File: src/design/i2a_pkg.sv
`timescale 1ns / 1ps

package i2a_pkg;

    // Default width of the integer to print.
    localparam int VALUE_WIDTH_DEF = 32;

    // Digit base selection as held in the configuration register.
    typedef logic [1:0] t_radix;

    localparam t_radix RADIX_BIN = 2'd0;
    localparam t_radix RADIX_OCT = 2'd1;
    localparam t_radix RADIX_DEC = 2'd2;
    localparam t_radix RADIX_HEX = 2'd3;

    // ASCII codes used on the output.
    localparam logic [7:0] CH_ZERO    = 8'h30;
    localparam logic [7:0] CH_LOWER_A = 8'h61;
    localparam logic [7:0] CH_MINUS   = 8'h2D;

    // Command from the sequencer to the character emitter.
    typedef struct packed {
        logic   start;
        logic   neg;
        t_radix radix;
    } t_emit_cmd;

    // Number of decimal digits that a width-bit magnitude can need.
    function automatic int dec_digits(input int width);
        return (width * 30103) / 100000 + 1;
    endfunction

    // Width of the digit shift register: wide enough for every base.
    function automatic int shift_width(input int width);
        int w_dec;
        int w_oct;
        int w_hex;
        int w_max;
        w_dec = 4 * dec_digits(width);
        w_oct = 3 * ((width + 2) / 3);
        w_hex = 4 * ((width + 3) / 4);
        w_max = width;
        if (w_dec > w_max) w_max = w_dec;
        if (w_oct > w_max) w_max = w_oct;
        if (w_hex > w_max) w_max = w_hex;
        return w_max;
    endfunction

    // ASCII character for one digit, lower-case hex letters.
    function automatic logic [7:0] digit_char(input logic [3:0] d);
        if (d > 4'd9) begin
            return CH_LOWER_A + 8'(d) - 8'd10;
        end
        return CH_ZERO + 8'(d);
    endfunction

endpackage

File: src/design/i2a_in_if.sv
`timescale 1ns / 1ps

interface i2a_in_if #(
    parameter int VALUE_WIDTH = i2a_pkg::VALUE_WIDTH_DEF
);
    logic                          valid;
    logic                          ready;
    logic signed [VALUE_WIDTH-1:0] value;

    modport source (output valid, output value, input ready);
    modport sink   (input valid, input value, output ready);
endinterface

File: src/design/i2a_out_if.sv
`timescale 1ns / 1ps

interface i2a_out_if;
    logic       valid;
    logic       ready;
    logic [7:0] char_code;
    logic       last_char;

    modport source (output valid, output char_code, output last_char, input ready);
    modport sink   (input valid, input char_code, input last_char, output ready);
endinterface

File: src/design/i2a_dabble.sv
`timescale 1ns / 1ps

// Bit-serial binary to BCD converter (shift and add three).
// One magnitude bit enters per cycle, most significant first.
module i2a_dabble #(
    parameter int VALUE_WIDTH = i2a_pkg::VALUE_WIDTH_DEF
) (
    input  logic                                             i_clk,
    input  logic                                             i_rst_n,
    input  logic                                             i_start,
    input  logic [VALUE_WIDTH-1:0]                           i_mag,
    output logic                                             o_done,
    output logic [4*i2a_pkg::dec_digits(VALUE_WIDTH)-1:0]    o_bcd
);
    import i2a_pkg::*;

    localparam int NDEC = dec_digits(VALUE_WIDTH);
    localparam int BW   = 4 * NDEC;
    localparam int CW   = $clog2(VALUE_WIDTH);

    logic [VALUE_WIDTH-1:0] r_bin, n_bin;
    logic [BW-1:0]          r_bcd, n_bcd;
    logic [BW-1:0]          adj;
    logic [CW-1:0]          r_cnt, n_cnt;
    logic                   r_run, n_run;
    logic                   r_done, n_done;

    // Each BCD digit of five or more gets three added before the shift.
    always_comb begin
        for (int i = 0; i < NDEC; i++) begin
            if (r_bcd[4*i +: 4] >= 4'd5) begin
                adj[4*i +: 4] = r_bcd[4*i +: 4] + 4'd3;
            end else begin
                adj[4*i +: 4] = r_bcd[4*i +: 4];
            end
        end
    end

    // Step sequencing: load, then one bit per cycle for the full width.
    always_comb begin
        n_bin  = r_bin;
        n_bcd  = r_bcd;
        n_cnt  = r_cnt;
        n_run  = r_run;
        n_done = 1'b0;
        if (i_start) begin
            n_bin = i_mag;
            n_bcd = '0;
            n_cnt = '0;
            n_run = 1'b1;
        end else if (r_run) begin
            n_bcd = {adj[BW-2:0], r_bin[VALUE_WIDTH-1]};
            n_bin = r_bin << 1;
            n_cnt = r_cnt + 1'b1;
            if (r_cnt == CW'(VALUE_WIDTH - 1)) begin
                n_run  = 1'b0;
                n_done = 1'b1;
            end
        end
    end

    always_ff @(posedge i_clk) begin
        if (!i_rst_n) begin
            r_run  <= 1'b0;
            r_done <= 1'b0;
            r_cnt  <= '0;
        end else begin
            r_run  <= n_run;
            r_done <= n_done;
            r_cnt  <= n_cnt;
        end
        r_bin <= n_bin;
        r_bcd <= n_bcd;
    end

    assign o_done = r_done;
    assign o_bcd  = r_bcd;

endmodule

File: src/design/i2a_emit.sv
`timescale 1ns / 1ps

// Character emitter: shifts digits out of a left-aligned register one per cycle
// while the output slot is free, skips leading zeros, drives the registered output.
module i2a_emit #(
    parameter int VALUE_WIDTH = i2a_pkg::VALUE_WIDTH_DEF
) (
    input  logic                                          i_clk,
    input  logic                                          i_rst_n,
    input  i2a_pkg::t_emit_cmd                            i_cmd,
    input  logic [i2a_pkg::shift_width(VALUE_WIDTH)-1:0]  i_data,
    output logic                                          o_busy,
    i2a_out_if.source                                     o_out
);
    import i2a_pkg::*;

    localparam int NDEC = dec_digits(VALUE_WIDTH);
    localparam int NOCT = (VALUE_WIDTH + 2) / 3;
    localparam int NHEX = (VALUE_WIDTH + 3) / 4;
    localparam int SW   = shift_width(VALUE_WIDTH);
    localparam int CW   = $clog2(VALUE_WIDTH + 1);

    logic [SW-1:0] r_sh, n_sh;
    logic [SW-1:0] sh_next;
    logic [CW-1:0] r_left, n_left;
    logic [CW-1:0] ndig;
    t_radix        r_radix, n_radix;
    logic          r_busy, n_busy;
    logic          r_sign, n_sign;
    logic          r_lead, n_lead;
    logic          r_valid, n_valid;
    logic [7:0]    r_char, n_char;
    logic          r_last, n_last;
    logic [3:0]    digit;
    logic          slot_free;

    // Digit count for the requested base.
    always_comb begin
        unique case (i_cmd.radix)
            RADIX_BIN: ndig = CW'(VALUE_WIDTH);
            RADIX_OCT: ndig = CW'(NOCT);
            RADIX_DEC: ndig = CW'(NDEC);
            RADIX_HEX: ndig = CW'(NHEX);
            default:   ndig = CW'(NDEC);
        endcase
    end

    // Top digit of the shift register and the register after one digit.
    always_comb begin
        unique case (r_radix)
            RADIX_BIN: begin
                digit   = {3'b000, r_sh[SW-1]};
                sh_next = r_sh << 1;
            end
            RADIX_OCT: begin
                digit   = {1'b0, r_sh[SW-1 -: 3]};
                sh_next = r_sh << 3;
            end
            default: begin
                digit   = r_sh[SW-1 -: 4];
                sh_next = r_sh << 4;
            end
        endcase
    end

    assign slot_free = !r_valid || o_out.ready;

    // Load on a command, then one digit per cycle while the output slot is free.
    always_comb begin
        n_sh    = r_sh;
        n_left  = r_left;
        n_radix = r_radix;
        n_busy  = r_busy;
        n_sign  = r_sign;
        n_lead  = r_lead;
        n_valid = r_valid;
        n_char  = r_char;
        n_last  = r_last;
        if (o_out.ready) begin
            n_valid = 1'b0;
        end
        if (i_cmd.start) begin
            n_sh    = i_data;
            n_left  = ndig;
            n_radix = i_cmd.radix;
            n_busy  = 1'b1;
            n_sign  = i_cmd.neg;
            n_lead  = 1'b1;
        end else if (r_busy && slot_free) begin
            if (r_sign) begin
                n_sign  = 1'b0;
                n_valid = 1'b1;
                n_char  = CH_MINUS;
                n_last  = 1'b0;
            end else begin
                n_sh   = sh_next;
                n_left = r_left - 1'b1;
                if (!(r_lead && digit == 4'd0 && r_left != CW'(1))) begin
                    n_lead  = 1'b0;
                    n_valid = 1'b1;
                    n_char  = digit_char(digit);
                    n_last  = (r_left == CW'(1));
                    if (r_left == CW'(1)) begin
                        n_busy = 1'b0;
                    end
                end
            end
        end
    end

    always_ff @(posedge i_clk) begin
        if (!i_rst_n) begin
            r_busy  <= 1'b0;
            r_valid <= 1'b0;
            r_sign  <= 1'b0;
            r_lead  <= 1'b0;
            r_left  <= '0;
            r_radix <= RADIX_DEC;
        end else begin
            r_busy  <= n_busy;
            r_valid <= n_valid;
            r_sign  <= n_sign;
            r_lead  <= n_lead;
            r_left  <= n_left;
            r_radix <= n_radix;
        end
        r_sh   <= n_sh;
        r_char <= n_char;
        r_last <= n_last;
    end

    assign o_busy          = r_busy;
    assign o_out.valid     = r_valid;
    assign o_out.char_code = r_char;
    assign o_out.last_char = r_last;

endmodule

File: src/design/integer_to_ascii_radix.sv
`timescale 1ns / 1ps
// Binary, octal and hex values load straight into the emitter, which then takes
// one digit per cycle while the output slot is free (skipped leading zeros
// included); decimal values first pass through the bit-serial BCD converter,
// and a negative decimal value gets a leading minus sign. One number at a time:
// a new value is taken only when the block is back in idle.
// Reset (synchronous, active low) sets the base to decimal and empties the block.
module integer_to_ascii_radix #(
    parameter int VALUE_WIDTH = i2a_pkg::VALUE_WIDTH_DEF
) (
    input  logic                i_clk,
    input  logic                i_rst_n,
    input  logic                i_cfg_we,
    input  i2a_pkg::t_radix     i_cfg_wdata,
    i2a_in_if.sink              i_in,
    i2a_out_if.source           o_out
);
    import i2a_pkg::*;

    localparam int NDEC = dec_digits(VALUE_WIDTH);
    localparam int BW   = 4 * NDEC;
    localparam int NOCT = (VALUE_WIDTH + 2) / 3;
    localparam int NHEX = (VALUE_WIDTH + 3) / 4;
    localparam int SW   = shift_width(VALUE_WIDTH);

    localparam logic [1:0] S_IDLE = 2'd0;
    localparam logic [1:0] S_CONV = 2'd1;
    localparam logic [1:0] S_EMIT = 2'd2;

    logic [1:0]             r_state, n_state;
    t_radix                 r_radix;
    logic                   r_neg, n_neg;
    logic                   accept;
    logic                   neg_in;
    logic [VALUE_WIDTH-1:0] mag;
    logic [SW-1:0]          aligned;
    logic [SW-1:0]          emit_data;
    logic                   dab_start;
    logic                   dab_done;
    logic [BW-1:0]          dab_bcd;
    logic                   emit_busy;
    t_emit_cmd              emit_cmd;

    // Configuration register.
    always_ff @(posedge i_clk) begin
        if (!i_rst_n) begin
            r_radix <= RADIX_DEC;
        end else if (i_cfg_we) begin
            r_radix <= i_cfg_wdata;
        end
    end

    assign i_in.ready = (r_state == S_IDLE);
    assign accept     = i_in.valid && i_in.ready;

    // Magnitude: negate only for a negative value in decimal.
    assign neg_in = (r_radix == RADIX_DEC) && i_in.value[VALUE_WIDTH-1];
    assign mag    = neg_in ? (~i_in.value + 1'b1) : i_in.value;

    // Left-align the raw pattern on whole digits of the selected base.
    always_comb begin
        unique case (r_radix)
            RADIX_BIN: aligned = SW'(mag) << (SW - VALUE_WIDTH);
            RADIX_OCT: aligned = SW'(mag) << (SW - 3 * NOCT);
            RADIX_HEX: aligned = SW'(mag) << (SW - 4 * NHEX);
            default:   aligned = SW'(mag) << (SW - BW);
        endcase
    end

    assign dab_start = accept && (r_radix == RADIX_DEC);

    i2a_dabble #(
        .VALUE_WIDTH (VALUE_WIDTH)
    ) u_dabble (
        .i_clk   (i_clk),
        .i_rst_n (i_rst_n),
        .i_start (dab_start),
        .i_mag   (mag),
        .o_done  (dab_done),
        .o_bcd   (dab_bcd)
    );

    // Command to the emitter: straight from the input, or after BCD conversion.
    always_comb begin
        emit_cmd.start = 1'b0;
        emit_cmd.neg   = 1'b0;
        emit_cmd.radix = r_radix;
        emit_data      = aligned;
        if (r_state == S_CONV) begin
            emit_cmd.start = dab_done;
            emit_cmd.neg   = r_neg;
            emit_cmd.radix = RADIX_DEC;
            emit_data      = SW'(dab_bcd) << (SW - BW);
        end else begin
            emit_cmd.start = accept && (r_radix != RADIX_DEC);
        end
    end

    i2a_emit #(
        .VALUE_WIDTH (VALUE_WIDTH)
    ) u_emit (
        .i_clk   (i_clk),
        .i_rst_n (i_rst_n),
        .i_cmd   (emit_cmd),
        .i_data  (emit_data),
        .o_busy  (emit_busy),
        .o_out   (o_out)
    );

    // Sequencer: idle, BCD conversion, character emission.
    always_comb begin
        n_state = r_state;
        n_neg   = r_neg;
        unique case (r_state)
            S_IDLE: begin
                if (accept) begin
                    n_neg   = neg_in;
                    n_state = (r_radix == RADIX_DEC) ? S_CONV : S_EMIT;
                end
            end
            S_CONV: begin
                if (dab_done) begin
                    n_state = S_EMIT;
                end
            end
            S_EMIT: begin
                if (!emit_busy) begin
                    n_state = S_IDLE;
                end
            end
            default: n_state = S_IDLE;
        endcase
    end

    always_ff @(posedge i_clk) begin
        if (!i_rst_n) begin
            r_state <= S_IDLE;
        end else begin
            r_state <= n_state;
        end
        r_neg <= n_neg;
    end

endmodule
File: src/flat_wrapper.sv
// flat-port wrapper written by rule: the top's interface ports become plain ports
module integer_to_ascii_radix_flat import i2a_pkg::*;
#(
    parameter int VALUE_WIDTH = i2a_pkg::VALUE_WIDTH_DEF
)
  (i_clk, i_rst_n, i_cfg_we, i_cfg_wdata, i_in_valid, i_in_value, i_in_ready, o_out_valid, o_out_char_code, o_out_last_char, o_out_ready);
  i2a_in_if #(.VALUE_WIDTH(VALUE_WIDTH)) i_in_i ();
  i2a_out_if o_out_i ();
  input  logic i_clk;
  input  logic i_rst_n;
  input  logic i_cfg_we;
  input  i2a_pkg::t_radix i_cfg_wdata;
  input wire logic [$bits(i_in_i.valid)-1:0] i_in_valid;
  input wire logic [$bits(i_in_i.value)-1:0] i_in_value;
  output wire logic [$bits(i_in_i.ready)-1:0] i_in_ready;
  output wire logic [$bits(o_out_i.valid)-1:0] o_out_valid;
  output wire logic [$bits(o_out_i.char_code)-1:0] o_out_char_code;
  output wire logic [$bits(o_out_i.last_char)-1:0] o_out_last_char;
  input wire logic [$bits(o_out_i.ready)-1:0] o_out_ready;
  assign i_in_i.valid = i_in_valid;
  assign i_in_i.value = i_in_value;
  assign i_in_ready = i_in_i.ready;
  assign o_out_valid = o_out_i.valid;
  assign o_out_char_code = o_out_i.char_code;
  assign o_out_last_char = o_out_i.last_char;
  assign o_out_i.ready = o_out_ready;
  integer_to_ascii_radix #(.VALUE_WIDTH(VALUE_WIDTH)) u_core (.i_clk(i_clk), .i_rst_n(i_rst_n), .i_cfg_we(i_cfg_we), .i_cfg_wdata(i_cfg_wdata), .i_in(i_in_i), .o_out(o_out_i));
endmodule
File: config.mk
export PLATFORM = sky130hd
export DESIGN_NAME = integer_to_ascii_radix_flat
export DESIGN_NICKNAME = d
export VERILOG_FILES = /design/src/design/i2a_pkg.sv /design/src/design/i2a_in_if.sv /design/src/design/i2a_out_if.sv /design/src/design/i2a_dabble.sv /design/src/design/i2a_emit.sv /design/src/design/integer_to_ascii_radix.sv /design/src/flat_wrapper.sv
export SDC_FILE = /design/constraint.sdc
export NUM_CORES = 1
export LEC_CHECK = 0
export BUFFER_PORTS_ARGS = -buffer_cell sky130_fd_sc_hd__buf_2
export CORE_UTILIZATION = 50
export CTS_BUF_LIST = sky130_fd_sc_hd__clkbuf_4 sky130_fd_sc_hd__clkbuf_8 sky130_fd_sc_hd__clkbuf_16
export DETAILED_ROUTE_END_ITERATION = 8
export HOLD_SLACK_MARGIN = 0.05
export PLACE_DENSITY_LB_ADDON = 0.15
export SLEW_MARGIN = 20
export SYNTH_ARGS = -nofsm -noshare
export SYNTH_HDL_FRONTEND = slang
export SYNTH_HIERARCHICAL = 1
export SYNTH_SLANG_ARGS = --single-unit
File: constraint.sdc
create_clock -name i_clk -period 4.9 [get_ports i_clk]
set_input_delay 0.98 -clock i_clk [delete_from_list [all_inputs] [get_ports i_clk]]
set_output_delay 0.98 -clock i_clk [all_outputs]
set_load 0.03 [all_outputs]
# [Yosys cells after proc, flatten, opt, wreduce, memory -nomap -nowiden]
# Index checks and enable logic that the tools add are counted.
[totals] in_bits=39 output_inout_bits=11 regBits=145 word_cells=153
[classes] n_lt_le_gt_ge=11 bitwise=4 n_mux=60 n_eq_ne=19 n_addsub=16 reduce_logical=26
[ops] op="two-way mux 40 bit" n=4
[ops] op="case mux 40 bit (2 select lines)" n=2
[ops] op="two-way mux 32 bit" n=3
[ops] op=">= comparator 4 x 3 -> 1 bit, second input constant" n=10
[ops] op="adder 4 x 2 -> 4 bit, second input constant" n=9
[ops] op="two-way mux 4 bit" n=9
[ops] op="adder 32 x 1 -> 32 bit, second input constant" n=1
[ops] op="NOT 32 bit" n=1
[ops] op="two-way mux 1 bit" n=27
[ops] op="two-way mux 8 bit" n=3
[ops] op="case mux 6 bit (4 select lines)" n=1
[ops] op="two-way mux 6 bit" n=3
[ops] op="== test 2 bit, second input constant" n=5
[ops] op="!= test 2 bit, second input constant" n=5
[ops] op="AND reduction 3 bit" n=3
[ops] op="adder 7 x 4 -> 8 bit, first input constant" n=1
[ops] op="== test 2 x 1 -> 1 bit, second input constant" n=4
[ops] op="logical NOT 2 bit" n=4
[ops] op="two-way mux 2 bit" n=4
[ops] op="case mux 4 bit (2 select lines)" n=1
[ops] op="subtractor 8 x 4 -> 8 bit, second input constant" n=1
[ops] op="adder 6 x 4 -> 7 bit, first input constant" n=1
[ops] op="logical AND 1 bit" n=7
[ops] op="== test 6 x 1 -> 1 bit, second input constant" n=1
[ops] op="18 further kinds" n=26

# [Depth between registers and ports, before layout]
# Gate-level depths: netlist of the first run.
[depth] word_depth=11 depth_mapped=11 depth_no_buf=11

# [Cells and area by module]
# Netlist of the first run, hierarchy kept.
[by_module_without_submodules] module="i2a_dabble" instances=1 area_per_inst_um2=4090.2 cells_each=404 seq_area_each_um2=1901.8
[by_module_without_submodules] module="i2a_emit" instances=1 area_per_inst_um2=3430.8 cells_each=366 seq_area_each_um2=1681.6
[by_module_without_submodules] module="integer_to_ascii_radix" instances=1 area_per_inst_um2=1994.4 cells_each=304 seq_area_each_um2=110.1

# [Least setup slack after synthesis of the first run]
# OpenSTA, ideal clock, no wires.
[synth_path] kind="input to register" from="in i_in_value[11]" to="reg u_core.u_dabble.r_bin[30] (data pin)" required_time_ns=4.640 cell_stages=7 t_arrival_ns=2.723 slack_ns=1.917 setup_time_ns=0.260 path_buffers=0 path_cell_list="or3_2 nor4_4 and4b_2 a21oi_1 xnor2_1 inv_1 mux2_2"
[synth_via] elab_chain_cells=4
[synth_lines] item="start, declared" line_no="flat_wrapper.sv:14" rtl="input wire logic [$bits(i_in_i.value)-1:0] i_in_value;"
[synth_lines] item="NOT 32 bit" line_no="integer_to_ascii_radix.sv:58" rtl="assign mag = neg_in ? (~i_in.value + 1'b1) : i_in.value;"
[synth_lines] item="adder 32 x 1 -> 32 bit" line_no="integer_to_ascii_radix.sv:58"
[synth_lines] item="two-way mux 32 bit" line_no="integer_to_ascii_radix.sv:58"
[synth_lines] item="net u_core.mag[30]" line_no="integer_to_ascii_radix.sv:35" rtl="logic [VALUE_WIDTH-1:0] mag;"
[synth_lines] item="two-way mux 32 bit" line_no="i2a_dabble.sv:46" rtl="if (i_start) begin"
[synth_lines] item="net u_core.u_dabble.n_bin[30]" line_no="i2a_dabble.sv:21" rtl="logic [VALUE_WIDTH-1:0] r_bin, n_bin;"
[synth_lines] item="end signal, assigned" line_no="i2a_dabble.sv:72" rtl="r_bin <= n_bin;"
[synth_lines] item="end, declared" line_no="i2a_dabble.sv:21"
# The timed path passes the listed nets, and every way through them passes these cells.
# A chain may end at the register's enable or synchronous reset.

# [Worst setup path after layout of the first run]
[layout_path] from="reg u_core.r_radix[0]" to="reg u_core.u_emit.r_sh[9] (data pin)"
[layout_via] elab_chain_cells=6 elab_cells_between_ends=13 classes_between="4 x eq/ne; 5 x mux; 4 x reduce/logical"
[layout_lines] item="start, declared" line_no="integer_to_ascii_radix.sv:31" rtl="t_radix r_radix;"
[layout_lines] item="start signal, assigned" line_no="integer_to_ascii_radix.sv:49" rtl="r_radix <= i_cfg_wdata;"
[layout_lines] item="== test 2 bit" line_no="integer_to_ascii_radix.sv:57" rtl="assign neg_in = (r_radix == RADIX_DEC) && i_in.value[VALUE_WIDTH-1];"
[layout_lines] item="logical AND 1 bit" line_no="integer_to_ascii_radix.sv:57"
[layout_lines] item="net u_core.neg_in" line_no="integer_to_ascii_radix.sv:34" rtl="logic neg_in;"
[layout_lines] item="two-way mux 32 bit" line_no="integer_to_ascii_radix.sv:58"
[layout_lines] item="net u_core.mag[1]" line_no="integer_to_ascii_radix.sv:35"
[layout_lines] item="case mux 40 bit (2 select lines)" line_no="integer_to_ascii_radix.sv:62" rtl="unique case (r_radix)"
[layout_lines] item="two-way mux 40 bit" line_no="integer_to_ascii_radix.sv:89" rtl="if (r_state == S_CONV) begin"
[layout_lines] item="net u_core.emit_data[9]" line_no="integer_to_ascii_radix.sv:37" rtl="logic [SW-1:0] emit_data;"
[layout_lines] item="two-way mux 40 bit" line_no="i2a_emit.sv:82" rtl="if (i_cmd.start) begin"
[layout_lines] item="net u_core.u_emit.n_sh[9]" line_no="i2a_emit.sv:23" rtl="logic [SW-1:0] r_sh, n_sh;"
[layout_lines] item="end signal, assigned" line_no="i2a_emit.sv:127" rtl="r_sh <= n_sh;"
[layout_lines] item="end, declared" line_no="i2a_emit.sv:23"
# The timed path passes the listed nets, and every way through them passes these cells.

==> metrics.md, run 1 <==
| Metric | Value |
|---|---|
| Critical path class | reg2reg |
| CTS Buf Count | 17 |
| CTS H-tree depth | 4 |
| Critical Path Source Type | flip-flop |
| Compound-Gate Fraction of Synth Area | 22.1% |
| Initial antenna violation count | 0 |
| Clk sinks | 144 |
| Die area | 19600 um^2 |
| Slowest CP cell | a21boi_0 |
| Antenna-violating nets left | 0 |
| Mean Syn Cell Area | 8.86 um^2 |
| Main combinational cell family by area after synthesis | compound AO/OA/AOI/OAI gates |
| Post-Syn Area | 9520 um^2 |
| Tcrit/Tclk final | 69.0% |
| Number of cells after detailed placement | 1302 |
| Final Critical Period | 3380 ps |
| # fillers | 1699 |
| CTS Buffer Depth | 2 |
| Top Ports | 50 |
| Synthesis Warnings | 6 |
| Max-cap violation count | 0 |
| Hold WS | 487 ps |
| Clock tree from TritonCTS | yes |
| Iteration-0 DRC Markers | 760 |
| Starting Density | 50.9% |
| Via Count | 8058 |
| CP max FO | 36 |
| Nets | 1160 |
| Post-synth EDFFs | 81 |
| Syn Nets | 1147 |
| Worst skew pair latency | 430 ps |
| Adder-cell share of the synthesized area | 4.47% |
| Power density cells | 409 nW/um^2 |
| Critical path arrival | 3530 ps |
| CP endpoint kind | flip-flop |
| Max-slew violations | 0 |
| Drt drc | 0 |
| CP Cell Sequence | inv_1 -> ha_1 -> nand2_2 -> inv_1 -> nand2_1 -> a21boi_0 -> inv_1 -> a221oi_1 -> nor3_1 -> nand2_1 -> o21ai_0 |
| Worst VDD drop | 259 uV |
| Top post-synthesis cells by area | edfxtp_1, dfxtp_1, mux2i_1, a21oi_1, ha_1 |
| Synth cell types | 78 |
| Vias per cell | 6.04 |
| Synth Area in Simple Gates | 16.9% |
| Post-Synth XOR/XNOR Area | 3.04% |
| P_leak | 3.77 nW |
| Hold Buf Count CTS | 0 |
| Synth Instances | 1074 |
| Placer congestion estimate | 0.887 |
| TritonRoute pass-1 iters | 5 |
| Multi-input logic area | 5300 um^2 |
| Slew @ Worst Pin | 903 ps |
| Antenna cell count | 0 |
| CP max stage delay | 560 ps |
| Core Area | 18700 um^2 |
| Worst EP required | 5040 ps |
| Non-filler cells, final | 1334 |
| Post-synthesis mux area share | 8.86% |
| Avg WL per Cell | 18.1 um |
| Height of the die | 140 um |
| DP Wirelength | 16800 um |
| Status | finished, final reports clean |
| Area grow syn2layout | 9.97% |
| Gr usage total | 25.1% |
| Flops & latches, synth | 144 |
| Hold Fails Final Rpt | 0 |
| Final Setup Violations | 0 |
| Total grt overflow | 0 |
| Post-CTS Setup Repair Bufs | 0 |
| Fmax | 296 MHz |
| Routed WL | 24200 um |
| Count of buffers from port buffering | 48 |
| Clk pin slew, worst setup/hold paths | 60 ps |
| Fraction of layout cells with a size suffix above 1 | 16.0% |
| Post-synth top area share | 25.6% |
| Post-synth top area cell | edfxtp_1 |
| First-pass GRT wire length | 38700 um |
| Die Wd | 140 um |
| Slew Limit Headroom | 39.5% |
| Clock Skew | 7.43 ps |
| Cell with the most instances after synthesis | nand2_1 |
| Most instantiated cells after synthesis | nand2_1, nor2_1, a21oi_1, edfxtp_1, o21ai_0 |
| Unrepaired setup endpoints after global routing | false |
| Hold WC Path Type | reg2reg |
| Post-synth ARST share | 0% |
| Core Rows | 50 |
| Most frequent CP cell | inv_1 |
| Reg area | 3700 um^2 |
| Setup TNS Final | 0 ps |
| Number of global-route vias before repair | 7324 |
| Post-cts sizing count | 0 |
| Sequential-to-total area share from yosys stat | 38.8% |
| Root buffer cell | clkbuf_16 |
| Largest net degree at the start of global routing | 92 |
| Primary FF master, synth | edfxtp_1 |
==> placed cells by master (no fill, tap or decap), types with 8 or more instances in the layout <==
cell and count:
ha_1 34, mux2i_1 46, a221oi_1 11, a21bo_2 8
nand4_1 10, nand3_1 18, a22oi_1 10, a31oi_1 13
clkbuf_16 20, xnor2_1 12, o211ai_1 8, a21oi_1 88
nand2_1 105, inv_1 64, buf_4 12, or3_1 9
a311oi_2 8, and2_1 8, o22ai_1 15, o32ai_1 9
nor2_1 101, o22a_2 8, o21ai_1 17, buf_2 48
xor2_1 21, dfxtp_1 60, nor3_1 22, o21ai_0 78
edfxtp_1 81, mux2_2 34
==> state kept, by name (all words and copies together), names as in the netlist <==
| signal | cells |
|---|---|
| u_core/r_neg | 1 |
| u_core/u_dabble/o_done | 1 |
| u_core/u_emit/r_left | 6 |
| u_core/r_radix | 2 |
| u_core/u_emit/o_out.char_code | 7 |
| u_core/r_state | 2 |
| u_core/u_dabble/o_bcd | 40 |
| u_core/u_emit/o_out.last_char | 1 |
| u_core/u_emit/r_radix | 2 |
| u_core/u_emit/o_busy | 1 |
| u_core/u_emit/r_lead | 1 |
| u_core/u_dabble/r_cnt | 5 |
| u_core/u_emit/o_out.valid | 1 |
| u_core/u_dabble/r_bin | 32 |
| u_core/u_emit/r_sh | 40 |
| u_core/u_emit/r_sign | 1 |
| u_core/u_dabble/r_run | 1 |
==> kinds of logic (layout without fill, tap and decap cells) <==
logic type	Yosys count	in the layout
other	1	1
AO/OA/AOI/OAI	321	321
AND/OR/NAND/NOR	331	331
flip-flops	144	144
XOR/XNOR	33	33
buffers and inverters	130	156
multiplexers	80	80
adder cells (fa/ha/maj)	34	34
==> through the flow <==
step                util [%]  cell area [um^2]  power (mW)  setup WS [ps]
global route            55.9             10500        4.52           1370
CTS                     55.9             10500        4.28           1550
finish                  55.9             10500        4.28           1520
detailed placement      52.7              9860        2.95           1280
floorplan                  -              9520        2.63           1920
global placement        52.7              9860        2.93           1320
==> final timing paths <==
kind	depth (start not counted)	from	to	slack (ps)
worst max-delay path	11	u_core/r_radix[0]	u_core/u_emit/r_sh[9]	1520
worst min register to register	2	u_core/u_dabble/o_bcd[39]	u_core/u_dabble/o_bcd[39]	490
worst max register to register	11	u_core/r_radix[0]	u_core/u_emit/r_sh[9]	1520
worst min-delay path	2	u_core/u_dabble/o_bcd[39]	u_core/u_dabble/o_bcd[39]	490
==> critical path: cells and delay by family (launching register included) <==
family          cells  cell delay [ps]
buf+inv             3              590
flops               1              390
simple gates        4              800
fa+ha+maj           1              310
compound gates      3              970
==> layout make-up <==
cell class | count | area share [%]
clock buffers | 23 | 5.06
clock inverters | 9 | 0.717
inverters | 64 | 2.30
multi-input cells | 800 | 50.6
flip-flops and latches | 144 | 35.3
well taps | 234 | 2.80
repair buffers | 60 | 3.16
==> where the power goes <==
group	switching [mW]	internal, mW
clock	0.522	0.810
sequential	0.248	1.53
combinational	0.685	0.480
==> per-layer routing <==
metal | GRT usage, % | share of wire, % | vias up
li1 | - | - | 3975
met1 | 34.5 | 45 | 3811
met2 | 39.7 | 47 | 229
met3 | 4.38 | 5.5 | 43
met4 | 8.73 | 2.0 | 0
met5 | 0 | 0 | -
No activity file was read; power rests on OpenSTA's default activity.
==> run 2, diff against run 1 <==
- ABC_AREA: default -> 1
- clock period: 4.9 -> 3.1 ns (I/O delays scaled with it)
==> metrics.md, run 2 <==
| Metric | Value |
|---|---|
| Status | finished, final reports clean |
| First-pass GRT wire length | 44100 um (+14%) |
| CP Cell Sequence | inv_1 -> ha_1 -> nand2_4 -> inv_4 -> o21ai_0 -> or2_1 -> nand2_1 -> inv_1 -> nand2_1 -> nand3_1 -> nand2_1 -> nand2_1 -> o21ai_0 -> inv_1 |
| Height of the die | 142 um (+1.1%) |
| Hold WS | 426 ps (-61.5 ps) |
| CTS Buf Count | 17 (unchanged) |
| Initial antenna violation count | 1 (+1) |
| Routed wl met3 | 2180 um (+63%) |
| CP max FO | 35 (-2.8%) |
| Synth Instances | 1427 (+33%) |
| Slew @ Worst Pin | 827 ps (-76.1 ps) |
| Final setup margin | 465 ps (-1050 ps) |
| Max-slew violations | 0 (unchanged) |
| DP Wirelength | 20200 um (+21%) |
| Drt drc | 0 (unchanged) |
| Critical path arrival | 2820 ps (-710 ps) |
| Clock tree from TritonCTS | yes |
| Clk sinks | 144 (unchanged) |
| Final Critical Period | 2630 ps (-747 ps) |
| Primary FF master, synth | edfxtp_1 |
| Slowest CP cell | ha_1 |
| # fillers | 1870 (+10%) |
| Critical path class | reg2reg |
| Via Count | 9433 (+17%) |
| Post-CTS Setup Repair Bufs | 0 (unchanged) |
| Hold WC Path Type | in2reg |
| CP max stage delay | 340 ps (-220 ps) |
| Top Ports | 50 (unchanged) |
| Commonest non-fill, non-tap cell in the layout | nand2_1 |
| Vias per cell | 5.45 (-9.7%) |
| Fraction of layout cells with a size suffix above 1 | 10.5% (-5.5 points) |
| Compound-Gate Fraction of Synth Area | 10.9% (-11 points) |
| Avg WL per Cell | 16.1 um (-12%) |
| DP Area | 10200 um^2 (+3.3%) |
| Max-cap violation count | 0 (unchanged) |
| Routed WL | 27800 um (+15%) |
| Unrepaired setup endpoints after global routing | false |
| Cell with the most instances after synthesis | nand2_1 |
| Tcrit/Tclk final | 85.0% (+16 points) |
| Gr usage total | 28.4% (+3.3 points) |
| Synth Area in Simple Gates | 35.7% (+19 points) |
| Post-cts sizing count | 0 (unchanged) |
| Slew Limit Headroom | 44.7% (+5.2 points) |
| Core Area | 18900 um^2 (+1.0%) |
| CTS Buffer Depth | 2 (unchanged) |
| Mean Syn Cell Area | 6.82 um^2 (-23%) |
| P_leak | 5.13 nW (+36%) |
| Top Layer Used | met4 |
| Setup TNS Final | 0 ps (unchanged) |
| Met1 WL | 12700 um (+15%) |
| TritonRoute pass-1 iters | 6 (+1) |
| Number of global-route vias before repair | 8620 (+18%) |
| Post-synth top area share | 25.0% (-0.58 points) |
| Most frequent CP cell | nand2_1 |
| Adder-cell share of the synthesized area | 4.37% (-0.10 points) |
| Sequential-to-total area share from yosys stat | 37.9% (-0.88 points) |
| Post-synthesis mux area share | 0% (-8.9 points) |
| Post-synth EDFFs | 81 (unchanged) |
| Iteration-0 DRC Markers | 930 (+22%) |
| Total grt overflow | 0 (unchanged) |
| Placer congestion estimate | 0.955 (+7.7%) |
| Core Rows | 50 (unchanged) |
| Worst EP required | 3280 ps (-1760 ps) |
| Post-synth top area cell | edfxtp_1 |
| Antenna-violating nets left | 0 (unchanged) |
| Hold Fails Final Rpt | 0 (unchanged) |
| CTS H-tree depth | 4 (unchanged) |
| Starting Density | 51.5% (+0.67 points) |
| Most instantiated cells after synthesis | nand2_1, inv_1, nand3_1, o21ai_0, edfxtp_1 |
| Largest net degree at the start of global routing | 54 (-41%) |
| Worst VDD drop | 413 uV (+60%) |
| Post-Synth XOR/XNOR Area | 1.75% (-1.3 points) |
| Die Wd | 142 um (+1.1%) |
| Fmax | 380 MHz (+28%) |
| Top post-synthesis cells by area | edfxtp_1, nand2_1, dfxtp_1, nand3_1, inv_1 |
| Worst skew pair latency | 430 ps (about the same) |
| Most frequent cells in the layout | nand2_1, inv_1, nand3_1 |
| Wire length on met2 | 12400 um (+9.0%) |
| Post-synth ARST share | 0% (unchanged) |
| Syn Nets | 1500 (+31%) |
| Root buffer cell | clkbuf_16 |
| Power density cells | 544 nW/um^2 (+33%) |
| Nets | 1529 (+32%) |
| Post-Syn Area | 9740 um^2 (+2.3%) |
| Dpl ws | 337 ps (-939 ps) |
| Die area | 20000 um^2 (+2.3%) |
| Main combinational cell family by area after synthesis | simple AND/OR/NAND/NOR gates |
| Final Setup Violations | 0 (unchanged) |
| CP endpoint kind | flip-flop |
| Fin area | 10800 um^2 (+3.1%) |
| Flops & latches, synth | 144 (unchanged) |
| Count of buffers from port buffering | 48 (unchanged) |
| Synth cell types | 48 (-38%) |
| Synthesis Warnings | 6 (unchanged) |
| Hold Buf Count CTS | 0 (unchanged) |
| Clock Skew | 7.85 ps (+0.417 ps) |
| Area grow syn2layout | 10.8% |
| Clk pin slew, worst setup/hold paths | 70 ps (about the same) |
| Critical Path Source Type | flip-flop |
[run 2: cell type report]
| cell class | count | area, um^2 | area share, % |
|---|---|---|---|
| antenna | 1 | 2.50 | 0.0232 |
| clock buffer | 18 | 450 | 4.17 |
| clock inverter | 14 | 158 | 1.46 |
| inverter | 168 | 638 | 5.91 |
| multi-input combinational | 1062 | 5150 | 47.7 |
| sequential | 144 | 3690 | 34.2 |
| tap | 260 | 325 | 3.01 |
| timing repair buffer | 63 | 378 | 3.50 |
[run 2: cell families (layout without fill, tap and decap cells)]
kind of cell | count (synthesis) | after routing
xor gates and xnor gates | 16 | 16
and+or+nand+nor | 815 | 815
adders and majority gates | 34 | 34
other | 1 | 2
AOI/OAI and AO/OA | 196 | 196
DFF | 144 | 144
buffers and inverters | 221 | 263
[run 2: power breakdown]
part           internal, mW  total, mW  switching [mW]
Combinational         0.406       1.34           0.938
Clock                  1.20       2.12           0.925
Sequential             2.28       2.40           0.117
[run 2: through the flow]
stage	utilization [%]	power, mW	instances
after CTS	57.1	5.87	1729
final	57.1	5.87	1730
after floorplan	-	3.34	1427
after detailed placement	53.9	3.75	1697
after global routing	57.1	6.14	1729
after global placement	53.9	3.73	1697
[run 2: final timing paths]
path	from	endpoint	slack, ps	cells past startpoint
setup / recovery	u_core/r_radix[0]	u_core/u_emit/r_sh[16]	470	14
hold / removal	i_cfg_we	u_core/r_radix[0]	430	2
setup reg to reg	u_core/r_radix[0]	u_core/u_emit/r_sh[16]	470	14
hold reg to reg	u_core/u_dabble/r_bin[31]	u_core/u_dabble/o_bcd[0]	460	2
[run 2: worst max-delay path: cells and delay by family, from the launching register on]
kind / cells / cell delay (ps)
and+or+nand+nor: 7 / 820
adders and majority gates: 1 / 340
AOI/OAI and AO/OA: 2 / 330
DFF: 1 / 320
buffers and inverters: 4 / 560
[run 2: layer usage]
metal | global-route usage, % | up-vias
li1 | - | 4660
met1 | 39.8 | 4336
met2 | 44.2 | 391
met3 | 5.13 | 46
met4 | 9.17 | 0
met5 | 0 | -
